### src/sv/gwsp_pkg.sv
// ----------------------------------------------------------------------------
// gwsp_pkg
// Shared types and constants for the grid wall smoothing pass block.
// ----------------------------------------------------------------------------
package gwsp_pkg;

  localparam int GridXDef = 128;
  localparam int GridYDef = 128;

  localparam logic [2:0] TILE_WALL     = 3'd0;
  localparam logic [3:0] THRESH_RESET  = 4'd5;

  typedef enum logic [1:0] {
    CMD_WRITE = 2'd0,
    CMD_READ  = 2'd1,
    CMD_PASS  = 2'd2
  } cmd_e;

  typedef enum logic [1:0] {
    ST_IDLE,
    ST_READ,
    ST_PASS
  } state_e;

  // one result word
  typedef struct packed {
    logic [2:0] tile;
    logic       is_read;
  } result_t;

  // smoothing engine status towards the controller
  typedef struct packed {
    logic busy;
    logic done;
  } smooth_stat_t;

endpackage

### src/sv/gwsp_out_buf.sv
// ----------------------------------------------------------------------------
// gwsp_out_buf
// Two-entry result buffer: output register plus skid slot.
// ----------------------------------------------------------------------------
module gwsp_out_buf (
  input  logic              clk_i,
  input  logic              rst_ni,
  input  logic              push_i,
  input  gwsp_pkg::result_t push_data_i,
  output logic              full_o,
  output logic              out_valid_o,
  input  logic              out_stall_i,
  output gwsp_pkg::result_t out_data_o
);
  import gwsp_pkg::*;

  logic    out_v_q, out_v_d;
  logic    skid_v_q, skid_v_d;
  result_t out_q, out_d;
  result_t skid_q, skid_d;
  logic    pop;

  assign pop = out_v_q && !out_stall_i;

  always_comb begin
    out_v_d  = out_v_q;
    skid_v_d = skid_v_q;
    out_d    = out_q;
    skid_d   = skid_q;
    if (skid_v_q) begin
      if (pop) begin
        out_d    = skid_q;
        skid_v_d = 1'b0;
      end
    end else if (push_i) begin
      if (!out_v_q || pop) begin
        out_d   = push_data_i;
        out_v_d = 1'b1;
      end else begin
        skid_d   = push_data_i;
        skid_v_d = 1'b1;
      end
    end else if (pop) begin
      out_v_d = 1'b0;
    end
  end

  always_ff @(posedge clk_i or negedge rst_ni) begin
    if (!rst_ni) begin
      out_v_q  <= 1'b0;
      skid_v_q <= 1'b0;
    end else begin
      out_v_q  <= out_v_d;
      skid_v_q <= skid_v_d;
    end
  end

  always_ff @(posedge clk_i) begin
    out_q  <= out_d;
    skid_q <= skid_d;
  end

  assign full_o      = skid_v_q;
  assign out_valid_o = out_v_q;
  assign out_data_o  = out_q;

endmodule

### config.mk
export PLATFORM = sky130hd
export DESIGN_NAME = gwsp_out_buf
export DESIGN_NICKNAME = d
export VERILOG_FILES = /design/src/sv/gwsp_pkg.sv /design/src/sv/gwsp_out_buf.sv
export SDC_FILE = /design/constraint.sdc
export NUM_CORES = 1
export LEC_CHECK = 0
export BUFFER_PORTS_ARGS = -buffer_cell sky130_fd_sc_hd__buf_2
export CAP_MARGIN = 20
export CORE_AREA = 2 2 39 41
export CTS_CLUSTER_DIAMETER = 50
export DETAILED_ROUTE_END_ITERATION = 16
export DIE_AREA = 0 0 41 43
export GPL_ROUTABILITY_DRIVEN = 0
export PLACE_DENSITY = 0.58
export SLEW_MARGIN = 10
export SYNTH_ARGS = -nofsm -noshare
export SYNTH_HDL_FRONTEND = slang
export SYNTH_SLANG_ARGS = --single-unit
### constraint.sdc
create_clock -name clk_i -period 1.45 [get_ports clk_i]
set_input_delay 0.29 -clock clk_i [delete_from_list [all_inputs] [get_ports clk_i]]
set_output_delay 0.29 -clock clk_i [all_outputs]
set_load 0.005 [all_outputs]
==> reports/metrics.csv <==
metric,value,unit
depth of the CTS H-tree,1,
worst endpoint required time,1390,ps
count of unique library cells instantiated by Yosys,11,
Sw Pwr,0.000282,W
net count after synthesis,33,
First-pass DRT Iterations,1,
Synth Area per Inst,16.8,um2
Final Cycle Share,0.806,
VDD IR max,0.672,mV
part of the Yosys area used for sequential elements,0.690,
grt total ovfl,0,
layout net count,52,
crit start category,flop,
"flops & latches, synth",10,
overall die area,1760,um2
signed area change from the synthesized netlist to the final layout,28.0,%
total CTS buffers,3,
PwrDens,1840,nW/um2
antenna-violating nets left,0,
result of the run,finished clean,
type of destination of the critical path,flop,
detailed-route wire length on metal 1,267,um
worst-path fanout max,4,
number of design rule violations left after detail routing,0,
worst endpoint data arrival time,1110,ps
area share of the largest cell type after synthesis,0.571,
number of failing hold endpoints at the final stage,0,
number of filler cells placed in the layout,141,
worst-case headroom to the max-slew limit,0.780,
static power due to leakage,0.235,nW
switching share of power,0.286,
maximum buffer depth of the clock tree,2,
transition at the pin with the smallest max-transition slack,329,ps
Internal Pwr Total,0.000706,W
Post-Layout Cell Count,59,
number of antenna repair diodes,0,
starting density of the core,0.304,
type of the worst min-delay path,input port to flop,
Post-Route Setup TNS,0,ps
routed wire length on met3,52,um
vias in the first global route,239,
HPWL after detailed placement,534,um
Die Width,41,um
total routed wirelength,667,um
Die Ht,43,um
clock network power share,0.202,
sequential standard cell area,290,um2
utilization of the core after routing,0.389,
clock root buffer,sky130_fd_sc_hd__clkbuf_4,
via count,246,
area used by multi-input combinational logic,115,um2
Resize count post-CTS,0,
number of max-cap violations,0,
RSZ-0062 raised after global routing,no,
Fin Clk Skew,5.67,ps
area of the mapped netlist,420,um2
"sum of internal, switching and leakage power",0.000989,W
number of design-rule violations left by the first detailed-router iteration,0,
worst hold slack after final layout,216,ps
Worst-Skew Late Latency,260,ps
antenna violations before repair,0,
"Warnings, synthesis",0,
first-pass GRT wire length,1.04,mm
Worst-path clk slew,70,ps
share of post-route cells with drive strength above 1,0.535,
dominant cell type by area after synthesis,sky130_fd_sc_hd__edfxtp_1,
number of placed I/O pins,14,
final setup violation count,0,
TritonCTS sink count,10,
critical setup path kind,flop to flop,
maximum frequency from static timing analysis,0.856,GHz
top sig layer,met4,
clock tree from TritonCTS,built,
largest net degree at the start of global routing,7,
Buffers on Ports,13,
number of cell rows,14,
Area contributors post-synth,"sky130_fd_sc_hd__edfxtp_1, sky130_fd_sc_hd__mux2_4, sky130_fd_sc_hd__dfrtp_1",
Floorplan Core Area,1380,um2
average detailed-routed wire length per instance,11.3,um
instance count of the mapped netlist,25,
length of routed met2 wiring,331,um
combined global-route utilization of all metal layers,0.0950,
portion of total power attributed to combinational logic,0.327,
cell count after placement,54,
final max-slew violation count,0,
routed vias/inst,4.17,
shortest clock period the worst path allows after layout,1170,ps
sequential share of power,0.471,
cells in the mapped netlist:
master                     number
sky130_fd_sc_hd__a21oi_1        2
sky130_fd_sc_hd__o21ai_0        1
sky130_fd_sc_hd__edfxtp_1       8
sky130_fd_sc_hd__inv_1          1
sky130_fd_sc_hd__nand2_1        3
sky130_fd_sc_hd__nor2_1         1
sky130_fd_sc_hd__mux2_4         4
sky130_fd_sc_hd__buf_6          1
sky130_fd_sc_hd__dfrtp_1        2
sky130_fd_sc_hd__a21boi_2       1
sky130_fd_sc_hd__nand2b_4       1
registers in the layout, summed over array words and instances (netlist names):
signal and cells:
full_o 1, out_data_o 4, out_valid_o 1, skid_q 4
power groups by stage:
stage          sequential, W  combinational [W]  clock, W
2_1_floorplan       0.000473           0.000220         0
3_3_place_gp        0.000464           0.000317         0
3_5_place_dp        0.000470           0.000328         0
4_1_cts             0.000466           0.000330  0.000204
5_1_grt             0.000477           0.000365  0.000216
6_report            0.000465           0.000323  0.000200
cell type report:
| class | count | area share |
|---|---|---|
| Clock buffer | 4 | 0.0488 |
| Timing Repair Buffer | 15 | 0.153 |
| Sequential cell | 10 | 0.540 |
| Inverter | 1 | 0.00698 |
| Multi-Input combinational cell | 13 | 0.214 |
| Tap cell | 16 | 0.0372 |
path summary, 6_finish.rpt:
check	start	end	slack, ps	cells past startpoint
worst max-delay path	full_o$_DFF_PN0_	skid_q[3]$_DFFE_PP_	280	2
worst min-delay path	push_data_i[3]	skid_q[3]$_DFFE_PP_	220	1
worst max register to register	full_o$_DFF_PN0_	skid_q[3]$_DFFE_PP_	280	2
worst min register to register	out_valid_o$_DFFE_PN0P_	full_o$_DFF_PN0_	540	1
max in group asynchronous	rst_ni	out_valid_o$_DFFE_PN0P_	1010	2
min in group asynchronous	rst_ni	full_o$_DFF_PN0_	340	2
cells in the final DEF (no fill, tap or decap):
cell	n
sky130_fd_sc_hd__a21boi_2	1
sky130_fd_sc_hd__a21oi_1	2
sky130_fd_sc_hd__buf_2	13
sky130_fd_sc_hd__buf_4	1
sky130_fd_sc_hd__clkbuf_1	1
sky130_fd_sc_hd__clkbuf_4	3
sky130_fd_sc_hd__dfrtp_1	2
sky130_fd_sc_hd__dlygate4sd3_1	1
sky130_fd_sc_hd__edfxtp_1	8
sky130_fd_sc_hd__inv_1	1
sky130_fd_sc_hd__mux2_4	4
sky130_fd_sc_hd__nand2_1	3
sky130_fd_sc_hd__nand2b_4	1
sky130_fd_sc_hd__nor2_1	1
sky130_fd_sc_hd__o21ai_0	1
timing repair:
action | CTS | global route
hold buffers | 1 | 0
endpoints found under the hold margin | 2 | 0
setup buffers | 0 | 0
metal layers:
metal	global-route usage	vias to the layer above
met5	0	-
met4	0.0600	0
met3	0.0471	2
met2	0.138	10
met1	0.105	109
li1	-	125
critical path: stages, from the launching register on:
cell	delay (ps)
sky130_fd_sc_hd__dfrtp_1	410
sky130_fd_sc_hd__nand2b_4	170
sky130_fd_sc_hd__nor2_1	270
kinds of logic after synthesis:
group / Yosys count / synth area share
flip-flops: 10 / 0.690
AND/OR/NAND/NOR: 5 / 0.0684
AO/OA/AOI/OAI: 4 / 0.0625
multiplexers: 4 / 0.143
buffers and inverters: 2 / 0.0357
stage by stage:
step	setup slack [ps]	instance area, um2
2_1_floorplan	249	420
3_3_place_gp	329	502
3_5_place_dp	291	502
4_1_cts	273	538
5_1_grt	226	538
6_report	282	538
Power figures use the tool's default switching activity.
