[src/sv/gwsp_pkg.sv]
// ----------------------------------------------------------------------------
// gwsp_pkg
// Shared types and constants for the grid wall smoothing pass block.
// ----------------------------------------------------------------------------
package gwsp_pkg;

  localparam int GridXDef = 128;
  localparam int GridYDef = 128;

  localparam logic [2:0] TILE_WALL     = 3'd0;
  localparam logic [3:0] THRESH_RESET  = 4'd5;

  typedef enum logic [1:0] {
    CMD_WRITE = 2'd0,
    CMD_READ  = 2'd1,
    CMD_PASS  = 2'd2
  } cmd_e;

  typedef enum logic [1:0] {
    ST_IDLE,
    ST_READ,
    ST_PASS
  } state_e;

  // one result word
  typedef struct packed {
    logic [2:0] tile;
    logic       is_read;
  } result_t;

  // smoothing engine status towards the controller
  typedef struct packed {
    logic busy;
    logic done;
  } smooth_stat_t;

endpackage

[src/sv/gwsp_smooth.sv]
// ----------------------------------------------------------------------------
// gwsp_smooth
// Smoothing sequencer: streams window rows out of the tile store, keeps a
// sliding window of wall flags and writes back cells that turn into walls.
// ----------------------------------------------------------------------------
module gwsp_smooth #(
  parameter int GRID_X = gwsp_pkg::GridXDef,
  parameter int GRID_Y = gwsp_pkg::GridYDef
) (
  input  logic                              clk_i,
  input  logic                              rst_ni,
  input  logic                              start_i,
  input  logic [3:0]                        thr_i,
  output logic                              re_o,
  output logic [$clog2(GRID_X*GRID_Y)-1:0]  raddr_o,
  input  logic [2:0]                        rdata_i,
  output logic                              we_o,
  output logic [$clog2(GRID_X*GRID_Y)-1:0]  waddr_o,
  output gwsp_pkg::smooth_stat_t            stat_o
);
  import gwsp_pkg::*;

  localparam int XW = $clog2(GRID_X);
  localparam int YW = $clog2(GRID_Y);
  localparam int AW = $clog2(GRID_X * GRID_Y);

  // issue side
  logic          act_q, act_d;
  logic [XW-1:0] col_q, col_d;
  logic [YW-1:0] row_q, row_d;
  logic [1:0]    sub_q, sub_d;
  logic [XW-1:0] src_x;
  logic          last_issue;

  // returning data tags
  logic          tag_v_q;
  logic          tag_last_q;
  logic [1:0]    tag_sub_q;
  logic [YW-1:0] tag_row_q;
  logic [XW-1:0] tag_col_q;

  // window of wall flags, rowa older than rowb
  logic [2:0] rowa_q, rowb_q, rowb_upd;
  logic       w0_q, w1_q;
  logic       wall;
  logic [2:0] new_row;
  logic [3:0] count;
  logic       turn;
  logic       full_row;

  assign last_issue = act_q && (sub_q == 2'd2) && (row_q == YW'(GRID_Y - 1))
                      && (col_q == XW'(GRID_X - 2));

  always_comb begin
    act_d = act_q;
    col_d = col_q;
    row_d = row_q;
    sub_d = sub_q;
    if (start_i) begin
      act_d = 1'b1;
      col_d = XW'(1);
      row_d = '0;
      sub_d = 2'd0;
    end else if (act_q) begin
      if (sub_q == 2'd2) begin
        sub_d = 2'd0;
        if (row_q == YW'(GRID_Y - 1)) begin
          row_d = '0;
          if (col_q == XW'(GRID_X - 2)) begin
            act_d = 1'b0;
          end else begin
            col_d = col_q + XW'(1);
          end
        end else begin
          row_d = row_q + YW'(1);
        end
      end else begin
        sub_d = sub_q + 2'd1;
      end
    end
  end

  always_ff @(posedge clk_i or negedge rst_ni) begin
    if (!rst_ni) begin
      act_q      <= 1'b0;
      tag_v_q    <= 1'b0;
      tag_last_q <= 1'b0;
    end else begin
      act_q      <= act_d;
      tag_v_q    <= act_q;
      tag_last_q <= last_issue;
    end
  end

  always_ff @(posedge clk_i) begin
    col_q     <= col_d;
    row_q     <= row_d;
    sub_q     <= sub_d;
    tag_sub_q <= sub_q;
    tag_row_q <= row_q;
    tag_col_q <= col_q;
  end

  // columns x-1, x, x+1 are fetched one after another for each row
  assign src_x   = XW'(int'(col_q) + int'(sub_q) - 1);
  assign re_o    = act_q;
  assign raddr_o = AW'(int'(src_x) * GRID_Y + int'(row_q));

  assign wall     = (rdata_i == TILE_WALL);
  assign new_row  = {wall, w1_q, w0_q};
  assign full_row = tag_v_q && (tag_sub_q == 2'd2);
  assign count    = 4'($countones({rowa_q, rowb_q, new_row}));
  assign turn     = full_row && (tag_row_q >= YW'(2)) && (count >= thr_i);
  assign rowb_upd = {rowb_q[2], rowb_q[1] | turn, rowb_q[0]};

  always_ff @(posedge clk_i) begin
    if (tag_v_q && (tag_sub_q == 2'd0)) begin
      w0_q <= wall;
    end
    if (tag_v_q && (tag_sub_q == 2'd1)) begin
      w1_q <= wall;
    end
    if (full_row) begin
      rowa_q <= rowb_upd;
      rowb_q <= new_row;
    end
  end

  // centre cell sits one row behind the row just completed
  assign we_o    = turn;
  assign waddr_o = AW'(int'(tag_col_q) * GRID_Y + int'(tag_row_q) - 1);

  assign stat_o.busy = act_q || tag_v_q;
  assign stat_o.done = tag_v_q && tag_last_q;

endmodule

[config.mk]
export PLATFORM = sky130hd
export DESIGN_NAME = gwsp_smooth
export DESIGN_NICKNAME = d
export VERILOG_FILES = /design/src/sv/gwsp_pkg.sv /design/src/sv/gwsp_smooth.sv
export SDC_FILE = /design/constraint.sdc
export NUM_CORES = 1
export LEC_CHECK = 0
export BUFFER_PORTS_ARGS = -buffer_cell sky130_fd_sc_hd__buf_4
export CAP_MARGIN = 20
export CELL_PAD_IN_SITES_DETAIL_PLACEMENT = 1
export CELL_PAD_IN_SITES_GLOBAL_PLACEMENT = 1
export CORE_ASPECT_RATIO = 0.8
export CORE_MARGIN = 3
export CORE_UTILIZATION = 35
export CTS_BUF_LIST = sky130_fd_sc_hd__clkbuf_4 sky130_fd_sc_hd__clkbuf_8
export CTS_CLUSTER_SIZE = 24
export DETAILED_ROUTE_END_ITERATION = 10
export PLACE_DENSITY_LB_ADDON = 0.1
export RECOVER_POWER = 50
export SYNTH_ARGS = -nofsm -noshare
export SYNTH_HDL_FRONTEND = slang
export SYNTH_SLANG_ARGS = --single-unit
[constraint.sdc]
create_clock -name clk_i -period 6.29 [get_ports clk_i]
set_clock_uncertainty 0.15 [all_clocks]
set_input_delay 0.629 -clock clk_i [delete_from_list [all_inputs] [get_ports clk_i]]
set_output_delay 0.629 -clock clk_i [all_outputs]
set_load 0.005 [all_outputs]
==> results of run 1 <==
## critical path, cell delays in order (launching register included)
cell and delay, ps:
edfxtp_1 330, inv_1 50, fa_1 570, fa_1 440, fa_1 490, inv_1 50, fa_1 380, inv_1 80
fa_1 410, inv_1 70, ha_1 220, a21oi_1 120, o21a_1 160, nor2_1 50, buf_4 150
## cell usage after synthesis (4+ instances only)
| library cell | count |
|---|---|
| inv_1 | 38 |
| dfxtp_1 | 32 |
| ha_1 | 21 |
| nor2_1 | 15 |
| nand2_1 | 14 |
| xor2_1 | 14 |
| a21oi_1 | 11 |
| xnor2_1 | 9 |
| edfxtp_1 | 8 |
| fa_1 | 6 |
| nand3_1 | 6 |
| nor3_1 | 6 |
| nor2b_1 | 4 |
## metal layers
| layer | part of all wire [%] | global-route usage (%) | up-vias |
|---|---|---|---|
| met3 | 3.3 | 2.87 | 4 |
| met2 | 46 | 21.3 | 21 |
| met5 | 0 | 0 | - |
| met1 | 50 | 19.8 | 794 |
| met4 | 1.2 | 4.62 | 0 |
| li1 | - | - | 875 |
## state kept, by name (all words and copies together), names as in the netlist
register / flops
col_q: 7
tag_col_q: 7
tag_sub_q: 2
tag_last_q: 1
rowb_q: 3
re_o: 1
row_q: 7
tag_row_q: 7
w0_q: 1
sub_q: 2
w1_q: 1
rowa_q: 3
tag_v_q: 1
## layout make-up
type | instances | area share, %
clock inverter | 2 | 1.24
tap | 81 | 3.59
clock buffer | 6 | 2.93
timing repair buffer | 42 | 11.1
inverter | 38 | 5.06
sequential | 43 | 33.9
multi-input combinational | 151 | 42.2
## cells by family (layout without fill, tap and decap cells)
group / after synthesis / after routing / synth area share, %
compound gates: 26 / 26 / 7.41
xor+xnor: 23 / 23 / 8.77
fa+ha+maj: 27 / 27 / 16.7
buf+inv: 40 / 88 / 6.54
flops: 43 / 43 / 41.6
mux: 1 / 1 / 0.490
simple gates: 74 / 74 / 18.5
## where the power goes
group	switching, µW	internal, µW	total, µW
clock	91.8	129	220
sequential	5.35	287	292
combinational	42.9	43.9	86.8
## stage by stage
step	instance area [µm²]	hold slack (ps)	total power, µW	util [%]	cells
2_1_floorplan	2300	183	354	-	234
3_3_place_gp	2700	241	383	44.0	354
3_5_place_dp	2700	251	388	44.0	354
4_1_cts	2830	265	609	46.1	363
5_1_grt	2820	272	633	46.0	363
6_report	2820	264	599	46.0	363
## worst max-delay path by stage
stage                from    to  slack (ps)
2_1_floorplan  rdata_i[1]  we_o        2070
3_3_place_gp   rdata_i[1]  we_o        1740
3_5_place_dp   rdata_i[1]  we_o        1620
4_1_cts         rowa_q[0]  we_o        1590
5_1_grt         rowa_q[0]  we_o        1440
6_report        rowa_q[0]  we_o        1660
==> metrics.txt, run 1 <==
# TYPE chip_impl_metric gauge
chip_impl_metric{name="antenna_found_initial",unit=""} 0
chip_impl_metric{name="netlist_instances",unit=""} 234
chip_impl_metric{name="clock.fmax",unit="GHz"} 0.216
chip_impl_info{name="end_kind",value="output pin"} 1
chip_impl_metric{name="regToRegSetupSlack",unit="ps"} 2450
chip_impl_metric{name="fp-row-count",unit=""} 25
chip_impl_metric{name="routed_wl",unit="µm"} 4790
chip_impl_metric{name="route.detailed.wl_per_inst",unit="µm"} 13.2
chip_impl_metric{name="maximum_number_of_pins_on_one_net_before_global_route_repair",unit=""} 20
chip_impl_metric{name="final_antenna_net_count",unit=""} 0
chip_impl_metric{name="global_route.overflow_total",unit=""} 0
chip_impl_metric{name="synth.ff_latch_count",unit=""} 43
chip_impl_metric{name="cts.htree.levels",unit=""} 2
chip_impl_metric{name="layout.nets",unit=""} 318
chip_impl_metric{name="track_usage",unit="%"} 14.0
chip_impl_metric{name="fillerInstances",unit=""} 732
chip_impl_metric{name="clkSinkCount",unit=""} 43
chip_impl_metric{name="grt_first_pass_wirelength",unit="µm"} 8360
chip_impl_info{name="setup_repair_after_global_routing_missed_its_margin",value="false"} 1
chip_impl_metric{name="path_max_fanout",unit=""} 2
chip_impl_metric{name="die_footprint",unit="mm²"} 0.00757
chip_impl_metric{name="first_iter_violations",unit=""} 34
chip_impl_metric{name="power_per_cell_area",unit="mW/mm²"} 212
chip_impl_metric{name="syn-mean-instance-area",unit="µm²"} 9.81
chip_impl_metric{name="synth-edff-count",unit=""} 8
chip_impl_metric{name="synthesis.yosys.warnings",unit=""} 0
chip_impl_metric{name="required_time_of_the_critical_path",unit="ps"} 5510
chip_impl_metric{name="insertion_delay",unit="ps"} 290
chip_impl_metric{name="yosysSeqAreaShare",unit="%"} 41.6
chip_impl_info{name="hp-start",value="row_q[4]"} 1
chip_impl_metric{name="chipWidth",unit="µm"} 96.6
chip_impl_metric{name="cts_hold_buffers",unit=""} 1
chip_impl_metric{name="ir_drop",unit="V"} 0.000101
chip_impl_metric{name="postSynth.asyncResetShare",unit="%"} 6.98
chip_impl_metric{name="die_height",unit="µm"} 78.4
chip_impl_info{name="dominant_cell_type_by_area_after_synthesis",value="dfxtp_1"} 1
chip_impl_metric{name="io_pins",unit=""} 42
chip_impl_info{name="synthFlopType",value="dfxtp_1"} 1
chip_impl_metric{name="yosysUniqueCellTypes",unit=""} 44
chip_impl_metric{name="setup_ws",unit="ps"} 1660
chip_impl_info{name="whs_endpoint",value="tag_row_q[4]"} 1
chip_impl_metric{name="max_cap_viols",unit=""} 0
chip_impl_metric{name="globalplace.congestion",unit=""} 0.776
chip_impl_metric{name="number_of_failing_hold_endpoints_at_the_final_stage",unit=""} 0
chip_impl_metric{name="first_global_vias",unit=""} 1701
chip_impl_info{name="reg2reg_to",value="rowa_q[1]"} 1
chip_impl_metric{name="antenna_cells",unit=""} 0
chip_impl_metric{name="clk_path_buf_depth",unit=""} 2
chip_impl_info{name="worstHoldPathType",value="reg2reg"} 1
chip_impl_info{name="clk_root_buffer_cell",value="clkbuf_8"} 1
chip_impl_metric{name="number_of_stages_on_the_worst_hold_path",unit=""} 0
chip_impl_metric{name="clk_pin_slew_worst_paths",unit="ps"} 80
chip_impl_metric{name="cts_setup_buffers",unit=""} 0
chip_impl_metric{name="finalCriticalPeriod",unit="ps"} 4630
chip_impl_metric{name="cts_buffers",unit=""} 5
chip_impl_metric{name="fin_setup_tns",unit="ps"} 0
chip_impl_metric{name="p_leak",unit="µW"} 0.00132
chip_impl_metric{name="dp_slack",unit="ps"} 1620
chip_impl_metric{name="core-area",unit="mm²"} 0.00613
chip_impl_info{name="critPathLaunchType",value="register"} 1
chip_impl_metric{name="cp_data_arrival_time",unit="ps"} 3850
chip_impl_metric{name="regArea",unit="µm²"} 956
chip_impl_metric{name="setup-violations-final",unit=""} 0
chip_impl_metric{name="detail_route.vias_per_cell",unit=""} 4.67
chip_impl_info{name="ys_top_cells_by_area",value="dfxtp_1, ha_1, edfxtp_1"} 1
chip_impl_metric{name="syn_nets",unit=""} 271
chip_impl_metric{name="timing.slew.headroom",unit="%"} 51.4
chip_impl_metric{name="port_buffers",unit=""} 41
chip_impl_info{name="final_common_cell",value="inv_1"} 1
chip_impl_metric{name="synth.top_cell.area_share",unit="%"} 27.9
chip_impl_info{name="layout_common_cells",value="inv_1, buf_4, dfxtp_1"} 1
chip_impl_metric{name="layout-drive-gt1-share",unit="%"} 19.9
chip_impl_metric{name="route.detailed.drc",unit=""} 0
chip_impl_metric{name="multiInputGateArea",unit="mm²"} 0.00119
chip_impl_metric{name="tightestPinTransition",unit="ps"} 722
chip_impl_metric{name="firstDrtPassIters",unit=""} 3
chip_impl_info{name="clock_tree_from_tritoncts",value="yes"} 1
chip_impl_metric{name="worstRegToRegCells",unit=""} 13
chip_impl_metric{name="syn-cell-area",unit="mm²"} 0.00230
chip_impl_metric{name="floorplan.initialDensity",unit="%"} 37.4
chip_impl_metric{name="dpl.hpwl",unit="µm"} 3790
chip_impl_metric{name="vias",unit=""} 1694
chip_impl_info{name="outcome",value="finished clean"} 1
chip_impl_metric{name="number_of_gates_resized_after_cts",unit=""} 0
chip_impl_metric{name="final-max-slew-violation-count",unit=""} 0
chip_impl_info{name="r2r_start",value="rowa_q[0]"} 1
chip_impl_info{name="cp_class",value="reg2out"} 1
chip_impl_metric{name="final_min_period_over_clock_period",unit="%"} 73.7
chip_impl_metric{name="area.growth.synth_to_final",unit="%"} 22.9
Power figures use the tool's default switching activity.
==> run 2: changes to the inputs <==
--- a/config.mk
+++ b/config.mk
@@ -5,6 +5,7 @@
 export SDC_FILE = /design/constraint.sdc
 export NUM_CORES = 1
 export LEC_CHECK = 0
+export ABC_AREA = 1
 export BUFFER_PORTS_ARGS = -buffer_cell sky130_fd_sc_hd__buf_4
 export CAP_MARGIN = 20
 export CELL_PAD_IN_SITES_DETAIL_PLACEMENT = 1
==> constraint.sdc (replaced) <==
create_clock -name clk_i -period 4 [get_ports clk_i]
set_clock_uncertainty 0.15 [all_clocks]
set_input_delay 0.4 -clock clk_i [delete_from_list [all_inputs] [get_ports clk_i]]
set_output_delay 0.4 -clock clk_i [all_outputs]
set_load 0.005 [all_outputs]
==> run 2 against run 1 <==
The flow now finishes with violations (setup timing). Hold slack worse by 58 ps. Highest routed layer unchanged. Flip-flop and latch count did not move. Combinational power up 79%. Die area increased by 4.1%. Count of clock-buffer cells in the layout is the same. Sequential power rose by 57%. Final area increased by 3.4%. Critical endpoint unchanged. Area after synthesis increased by 4.4%. Synthesized cell count rose by 26%. Non-clock buffer count is 4 higher.
==> metrics.txt, run 2 <==
# TYPE chip_impl_metric gauge
chip_impl_info{name="outcome",value="finished with violations"} 1
chip_impl_info{name="violations",value="setup timing"} 1
chip_impl_metric{name="timing.slew.headroom",unit="%"} 55.4
chip_impl_metric{name="clkSinkCount",unit=""} 43
chip_impl_metric{name="final_min_period_over_clock_period",unit="%"} 109
chip_impl_info{name="timing.critical_path.to",value="we_o"} 1
chip_impl_metric{name="routed_wl",unit="µm"} 5180
chip_impl_metric{name="worstRegToRegCells",unit=""} 18
chip_impl_metric{name="setup-violations-final",unit=""} 2
chip_impl_metric{name="multiInputGateArea",unit="mm²"} 0.00122
chip_impl_metric{name="crit_path_max_incr_delay",unit="ps"} 550
chip_impl_metric{name="synth.ff_latch_count",unit=""} 43
chip_impl_metric{name="path_max_fanout",unit=""} 2
chip_impl_metric{name="max_cap_viols",unit=""} 0
chip_impl_info{name="final_common_cell",value="nand2_1"} 1
chip_impl_metric{name="track_usage",unit="%"} 14.0
chip_impl_info{name="setup_repair_after_global_routing_missed_its_margin",value="true"} 1
chip_impl_metric{name="dpl.hpwl",unit="µm"} 4260
chip_impl_metric{name="die_footprint",unit="mm²"} 0.00788
chip_impl_metric{name="syn_nets",unit=""} 332
chip_impl_metric{name="ir_drop",unit="V"} 0.000161
chip_impl_metric{name="synth-edff-count",unit=""} 8
chip_impl_metric{name="required_time_of_the_critical_path",unit="ps"} 3450
chip_impl_metric{name="floorplan.initialDensity",unit="%"} 36.8
chip_impl_metric{name="area.growth.synth_to_final",unit="%"} 21.7
chip_impl_metric{name="final-max-slew-violation-count",unit=""} 0
chip_impl_metric{name="yosysSeqAreaShare",unit="%"} 39.9
chip_impl_metric{name="layout-drive-gt1-share",unit="%"} 17.9
chip_impl_info{name="dominant_cell_type_by_area_after_synthesis",value="dfxtp_1"} 1
chip_impl_metric{name="number_of_failing_hold_endpoints_at_the_final_stage",unit=""} 0
chip_impl_metric{name="maximum_number_of_pins_on_one_net_before_global_route_repair",unit=""} 15
chip_impl_metric{name="syn-cell-area",unit="mm²"} 0.00240
chip_impl_info{name="ys_top_cells_by_area",value="dfxtp_1, ha_1, edfxtp_1"} 1
chip_impl_metric{name="regToRegSetupSlack",unit="ps"} -10
chip_impl_metric{name="regArea",unit="µm²"} 956
chip_impl_metric{name="dp_slack",unit="ps"} -274
chip_impl_metric{name="detail_route.vias_per_cell",unit=""} 4.50
chip_impl_info{name="ys_top_cells_by_count",value="inv_1, nand2_1, nor2_1"} 1
chip_impl_info{name="clk_root_buffer_cell",value="clkbuf_8"} 1
chip_impl_metric{name="power_per_cell_area",unit="mW/mm²"} 303
chip_impl_metric{name="fin_setup_tns",unit="ps"} -392
chip_impl_info{name="r2r_start",value="rowa_q[0]"} 1
chip_impl_info{name="cp-startpoint",value="rowa_q[0]"} 1
chip_impl_metric{name="fillerInstances",unit=""} 830
chip_impl_metric{name="syn-mean-instance-area",unit="µm²"} 8.12
chip_impl_metric{name="firstDrtPassIters",unit=""} 5
chip_impl_info{name="worstHoldPathType",value="in2reg"} 1
chip_impl_metric{name="chipWidth",unit="µm"} 98.5
chip_impl_metric{name="cp_data_arrival_time",unit="ps"} 3830
chip_impl_metric{name="core-area",unit="mm²"} 0.00651
chip_impl_info{name="clock_tree_from_tritoncts",value="yes"} 1
chip_impl_metric{name="postSynth.asyncResetShare",unit="%"} 6.98
chip_impl_metric{name="antenna_cells",unit=""} 0
chip_impl_metric{name="tightestPinTransition",unit="ps"} 666
chip_impl_info{name="cp_class",value="reg2out"} 1
chip_impl_info{name="critPathLaunchType",value="register"} 1
chip_impl_metric{name="io_pins",unit=""} 42
chip_impl_metric{name="route.detailed.drc",unit=""} 0
chip_impl_metric{name="clk_pin_slew_worst_paths",unit="ps"} 80
chip_impl_metric{name="antenna_found_initial",unit=""} 0
chip_impl_metric{name="cts_buffers",unit=""} 5
chip_impl_metric{name="route.detailed.wl_per_inst",unit="µm"} 12.0
chip_impl_metric{name="synth.top_cell.area_share",unit="%"} 26.7
chip_impl_metric{name="global_route.overflow_total",unit=""} 0
chip_impl_metric{name="clk_path_buf_depth",unit=""} 2
chip_impl_metric{name="synthesis.yosys.warnings",unit=""} 0
chip_impl_metric{name="vias",unit=""} 1934
chip_impl_info{name="cpMaxStageDelayCell",value="fa_1"} 1
chip_impl_metric{name="final_antenna_net_count",unit=""} 0
chip_impl_metric{name="layout.nets",unit=""} 382
chip_impl_info{name="critPathMostFrequentCell",value="inv_1"} 1
chip_impl_metric{name="die_height",unit="µm"} 80.0
chip_impl_metric{name="finalCriticalPeriod",unit="ps"} 4380
chip_impl_info{name="end_kind",value="output pin"} 1
chip_impl_metric{name="clock.fmax",unit="GHz"} 0.228
chip_impl_metric{name="setup_ws",unit="ps"} -379
chip_impl_metric{name="cts.htree.levels",unit=""} 2
chip_impl_info{name="synthFlopType",value="dfxtp_1"} 1
chip_impl_metric{name="first_global_vias",unit=""} 1967
chip_impl_metric{name="yosysUniqueCellTypes",unit=""} 29
chip_impl_info{name="layout_common_cells",value="nand2_1, inv_1, nor2_1"} 1
chip_impl_metric{name="grt_first_pass_wirelength",unit="µm"} 8990
chip_impl_metric{name="first_iter_violations",unit=""} 40
chip_impl_metric{name="netlist_instances",unit=""} 295
chip_impl_info{name="reg2reg_to",value="rowa_q[1]"} 1
chip_impl_metric{name="fp-row-count",unit=""} 26
chip_impl_metric{name="insertion_delay",unit="ps"} 290
chip_impl_metric{name="port_buffers",unit=""} 41
chip_impl_metric{name="globalplace.congestion",unit=""} 0.760
chip_impl_info{name="crit_path_cell_trace",value="inv_1, fa_1, fa_1, fa_1, inv_1, fa_2, inv_2, fa_2, inv_2, ha_4, inv_1, nor2_1, o21ai_1, nand3_1, nand3_2, inv_1, buf_4"} 1
chip_impl_metric{name="p_leak",unit="µW"} 0.00146
run 2: cell count changes in the layout (fill, tap and decap cells not counted), sizes merged, moves of 3 or more:
cell / change
buf: -3
nor4: -5
inv: +19
nor2: +23
nor2b: -4
or3: -3
nand2: +42
clkbuf: +7
xnor2: -5
or4: -3
nand3: +17
o21ai: +3
run 2: cells by family after synthesis:
family / count (synthesis) / synth area share, %
adders and majority gates: 27 / 16.0
DFF: 43 / 39.9
xor gates and xnor gates: 16 / 5.85
buffers and inverters: 60 / 9.87
AOI/OAI and AO/OA: 20 / 4.59
and+or+nand+nor: 129 / 23.8
run 2: worst min path at each step:
stage,slack [ps],from,endpoint,depth (start not counted)
6_report,210,start_i,row_q[1],2
5_1_grt,210,start_i,col_q[6],2
4_1_cts,200,start_i,row_q[1],2
3_5_place_dp,40,rst_ni,tag_v_q,1
3_3_place_gp,40,rst_ni,tag_v_q,1
2_1_floorplan,-50,rst_ni,re_o,0
run 2: final cells by class:
class                   count  share of cell area (%)
well taps                  84                    3.60
multi-input cells         192                    41.7
clock inverters             2                   0.429
flip-flops and latches     43                    32.8
clock buffers               6                    2.62
repair buffers             46                    11.5
inverters                  57                    7.34
run 2: worst max-delay path, delay by kind of cell, from the launching register on:
| family | cells | cell delay [ps] |
|---|---|---|
| buf+inv | 7 | 460 |
| fa+ha+maj | 6 | 2420 |
| flops | 1 | 330 |
| simple gates | 3 | 210 |
| compound gates | 1 | 120 |
run 2: what timing repair did:
item | in CTS | in global routing
hold endpoints to repair | 3 | 0
buffers inserted | 0 | 2
setup endpoints to repair | 2 | 2
hold buffers | 1 | 0
gates resized for setup | 5 | 3
run 2: metrics by stage:
| step | instances | hold slack (ps) | cell area, µm² | total power (µW) | utilization [%] |
|---|---|---|---|---|---|
| global placement | 419 | 41.9 | 2800 | 604 | 43.1 |
| floorplan | 295 | -45.6 | 2400 | 558 | - |
| global route | 430 | 213 | 2920 | 944 | 44.8 |
| detailed placement | 419 | 43.0 | 2800 | 612 | 43.1 |
| finish | 430 | 206 | 2920 | 884 | 44.8 |
| CTS | 428 | 202 | 2920 | 896 | 44.8 |
run 2: report_power, final:
group / total [µW] / switching (µW) / internal (µW)
Sequential: 458 / 6.75 / 451
Clock: 271 / 143 / 129
Combinational: 155 / 80.7 / 74.4
run 2: metal layers:
| metal | global-route usage [%] | wire length (µm) | part of all wire (%) | vias up |
|---|---|---|---|---|
| met5 | 0 | 0 | 0 | - |
| met4 | 4.09 | 52 | 1.0 | 0 |
| li1 | - | - | - | 1016 |
| met2 | 21.5 | 2160 | 42 | 45 |
| met3 | 3.14 | 262 | 5.1 | 6 |
| met1 | 19.8 | 2700 | 52 | 867 |
==> run 3: changes to the inputs <==
--- a/config.mk
+++ b/config.mk
@@ -16,6 +16,7 @@
 export CTS_BUF_LIST = sky130_fd_sc_hd__clkbuf_4 sky130_fd_sc_hd__clkbuf_8
 export CTS_CLUSTER_SIZE = 24
 export DETAILED_ROUTE_END_ITERATION = 10
+export MAX_ROUTING_LAYER = met4
 export PLACE_DENSITY_LB_ADDON = 0.1
 export RECOVER_POWER = 50
 export SYNTH_ARGS = -nofsm -noshare
==> run 3 against run 2 <==
The flow still finishes with violations (setup timing). Hold slack improved by 1.7 ps. Core utilization did not move. Register-to-register slack barely moved. First-iteration DRC count did not move. Flip-flop and latch count did not move. Routed wire length barely moved. Count of clock-buffer cells in the layout did not move. Final area did not move. Non-clock buffer count did not move. Largest cell class unchanged.
==> metrics.txt, run 3 (synthesized netlist as in run 2, its figures left out) <==
# TYPE chip_impl_metric gauge
chip_impl_metric{name="first_iter_violations",unit=""} 40
chip_impl_metric{name="routed_wl",unit="µm"} 5170
chip_impl_metric{name="io_pins",unit=""} 42
chip_impl_info{name="clk_root_buffer_cell",value="clkbuf_8"} 1
chip_impl_metric{name="fp-row-count",unit=""} 26
chip_impl_metric{name="dpl.hpwl",unit="µm"} 4260
chip_impl_metric{name="vias",unit=""} 1933
chip_impl_metric{name="antenna_cells",unit=""} 0
chip_impl_metric{name="grt_first_pass_wirelength",unit="µm"} 8980
chip_impl_metric{name="globalplace.congestion",unit=""} 0.770
chip_impl_metric{name="route.detailed.wl_per_inst",unit="µm"} 12.0
chip_impl_metric{name="clk_path_buf_depth",unit=""} 2
chip_impl_metric{name="finalPower",unit="µW"} 883
chip_impl_metric{name="cp_data_arrival_time",unit="ps"} 3830
chip_impl_metric{name="clock.fmax",unit="GHz"} 0.228
chip_impl_info{name="crit_path_cell_trace",value="inv_1, fa_1, fa_1, fa_1, inv_1, fa_2, inv_2, fa_2, inv_2, ha_4, inv_1, nor2_1, o21ai_1, nand3_1, nand3_2, inv_1, buf_4"} 1
chip_impl_metric{name="clkSinkCount",unit=""} 43
chip_impl_metric{name="final-max-slew-violation-count",unit=""} 0
chip_impl_metric{name="final-instance-count-excl-fill",unit=""} 430
chip_impl_metric{name="clk_pin_slew_worst_paths",unit="ps"} 80
chip_impl_info{name="end_kind",value="output pin"} 1
chip_impl_info{name="violations",value="setup timing"} 1
chip_impl_metric{name="die_footprint",unit="mm²"} 0.00788
chip_impl_metric{name="antenna_found_initial",unit=""} 0
chip_impl_metric{name="power_per_cell_area",unit="mW/mm²"} 303
chip_impl_metric{name="firstDrtPassIters",unit=""} 5
chip_impl_metric{name="worstRegToRegCells",unit=""} 18
chip_impl_info{name="reg2reg_to",value="rowa_q[1]"} 1
chip_impl_info{name="cp_class",value="reg2out"} 1
chip_impl_metric{name="setup_ws",unit="ps"} -377
chip_impl_info{name="final_common_cell",value="nand2_1"} 1
chip_impl_metric{name="die_height",unit="µm"} 80.0
chip_impl_metric{name="floorplan.initialDensity",unit="%"} 36.8
chip_impl_metric{name="setup-violations-final",unit=""} 2
chip_impl_info{name="clock_tree_from_tritoncts",value="yes"} 1
chip_impl_metric{name="detail_route.vias_per_cell",unit=""} 4.50
chip_impl_metric{name="max_cap_viols",unit=""} 0
chip_impl_metric{name="tightestPinTransition",unit="ps"} 666
chip_impl_info{name="outcome",value="finished with violations"} 1
chip_impl_metric{name="area.growth.synth_to_final",unit="%"} 21.7
chip_impl_metric{name="chipWidth",unit="µm"} 98.5
chip_impl_info{name="critPathLaunchType",value="register"} 1
chip_impl_info{name="setup_repair_after_global_routing_missed_its_margin",value="true"} 1
chip_impl_info{name="cp-startpoint",value="rowa_q[0]"} 1
chip_impl_metric{name="port_buffers",unit=""} 41
chip_impl_metric{name="worstSetupPathDepth",unit=""} 17
chip_impl_metric{name="cts.htree.levels",unit=""} 2
chip_impl_metric{name="track_usage",unit="%"} 14.4
chip_impl_metric{name="layout.nets",unit=""} 382
chip_impl_metric{name="regToRegSetupSlack",unit="ps"} -10
chip_impl_info{name="cpMaxStageDelayCell",value="fa_1"} 1
chip_impl_metric{name="insertion_delay",unit="ps"} 290
chip_impl_metric{name="required_time_of_the_critical_path",unit="ps"} 3450
chip_impl_info{name="r2r_start",value="rowa_q[0]"} 1
chip_impl_metric{name="first_global_vias",unit=""} 1968
chip_impl_metric{name="finalCriticalPeriod",unit="ps"} 4380
chip_impl_metric{name="p_leak",unit="µW"} 0.00146
chip_impl_metric{name="path_max_fanout",unit=""} 2
chip_impl_metric{name="final_antenna_net_count",unit=""} 0
chip_impl_metric{name="cts_buffers",unit=""} 5
chip_impl_metric{name="ir_drop",unit="V"} 0.000160
chip_impl_info{name="critPathMostFrequentCell",value="inv_1"} 1
chip_impl_metric{name="number_of_failing_hold_endpoints_at_the_final_stage",unit=""} 0
chip_impl_metric{name="placed_cells_incl_taps",unit=""} 419
chip_impl_metric{name="timing.slew.headroom",unit="%"} 55.4
chip_impl_metric{name="layout-drive-gt1-share",unit="%"} 17.9
chip_impl_metric{name="final_min_period_over_clock_period",unit="%"} 109
chip_impl_metric{name="maximum_number_of_pins_on_one_net_before_global_route_repair",unit=""} 15
chip_impl_info{name="timing.critical_path.max_delay_family",value="adder cells"} 1
chip_impl_metric{name="global_route.overflow_total",unit=""} 0
chip_impl_metric{name="crit_path_max_incr_delay",unit="ps"} 550
chip_impl_info{name="timing.critical_path.to",value="we_o"} 1
chip_impl_metric{name="route.detailed.drc",unit=""} 0
chip_impl_metric{name="core-area",unit="mm²"} 0.00651
chip_impl_metric{name="path_buf_inv",unit=""} 7
chip_impl_info{name="layout_common_cells",value="nand2_1, inv_1, nor2_1"} 1
chip_impl_info{name="worstHoldPathType",value="in2reg"} 1
-- run 3: metrics by stage --
step	setup TNS (ps)	util [%]	instance area, µm²	setup WS, ps	hold slack (ps)
2_1_floorplan	0	-	2400	94.8	-45.6
3_3_place_gp	-124	43.1	2800	-124	41.9
3_5_place_dp	-406	43.1	2800	-274	43.0
4_1_cts	-411	44.8	2920	-411	202
5_1_grt	-750	44.8	2920	-570	213
6_report	-390	44.8	2920	-377	208
-- run 3: worst min path at each step --
stage / cells after the start / startpoint / end / slack [ps]
2_1_floorplan: 0 / rst_ni / re_o / -50
6_report: 2 / start_i / row_q[1] / 210
3_5_place_dp: 1 / rst_ni / tag_v_q / 40
4_1_cts: 2 / start_i / row_q[1] / 200
3_3_place_gp: 1 / rst_ni / tag_v_q / 40
5_1_grt: 2 / start_i / col_q[6] / 210
-- run 3: worst reg2reg max path: cells and delay by family (launching register included) --
kind	cells	cell delay, ps
compound gates	1	120
fa+ha+maj	6	2420
buf+inv	7	500
flops	1	330
simple gates	4	260
-- run 3: final cells by class --
type / instances / area [µm²]
Tap cell: 84 / 105
Timing Repair Buffer: 46 / 337
Sequential cell: 43 / 956
Fill cell: 830 / 3590
Clock buffer: 6 / 76.3
Multi-Input combinational cell: 192 / 1220
Clock inverter: 2 / 12.5
Inverter: 57 / 214
-- run 3: repair_timing --
action                                 4_1_cts  5_1_grt
buffers inserted                             0        2
resized for setup                            5        3
hold buffers                                 1        0
endpoints found under the hold margin        3        0
setup endpoints to repair                    2        2
-- run 3: routing by layer --
layer / global-route usage, % / up-vias / part of all wire, %
li1: - / 1016 / -
met1: 19.8 / 867 / 52
met2: 21.5 / 44 / 42
met3: 3.06 / 6 / 5.0
met4: 4.09 / 0 / 0.99
met5: - / - / 0
-- run 3: report_power, final --
group	switching [µW]	internal [µW]	total [µW]
Clock	142	129	270
Sequential	6.75	451	458
Combinational	80.7	74.4	155
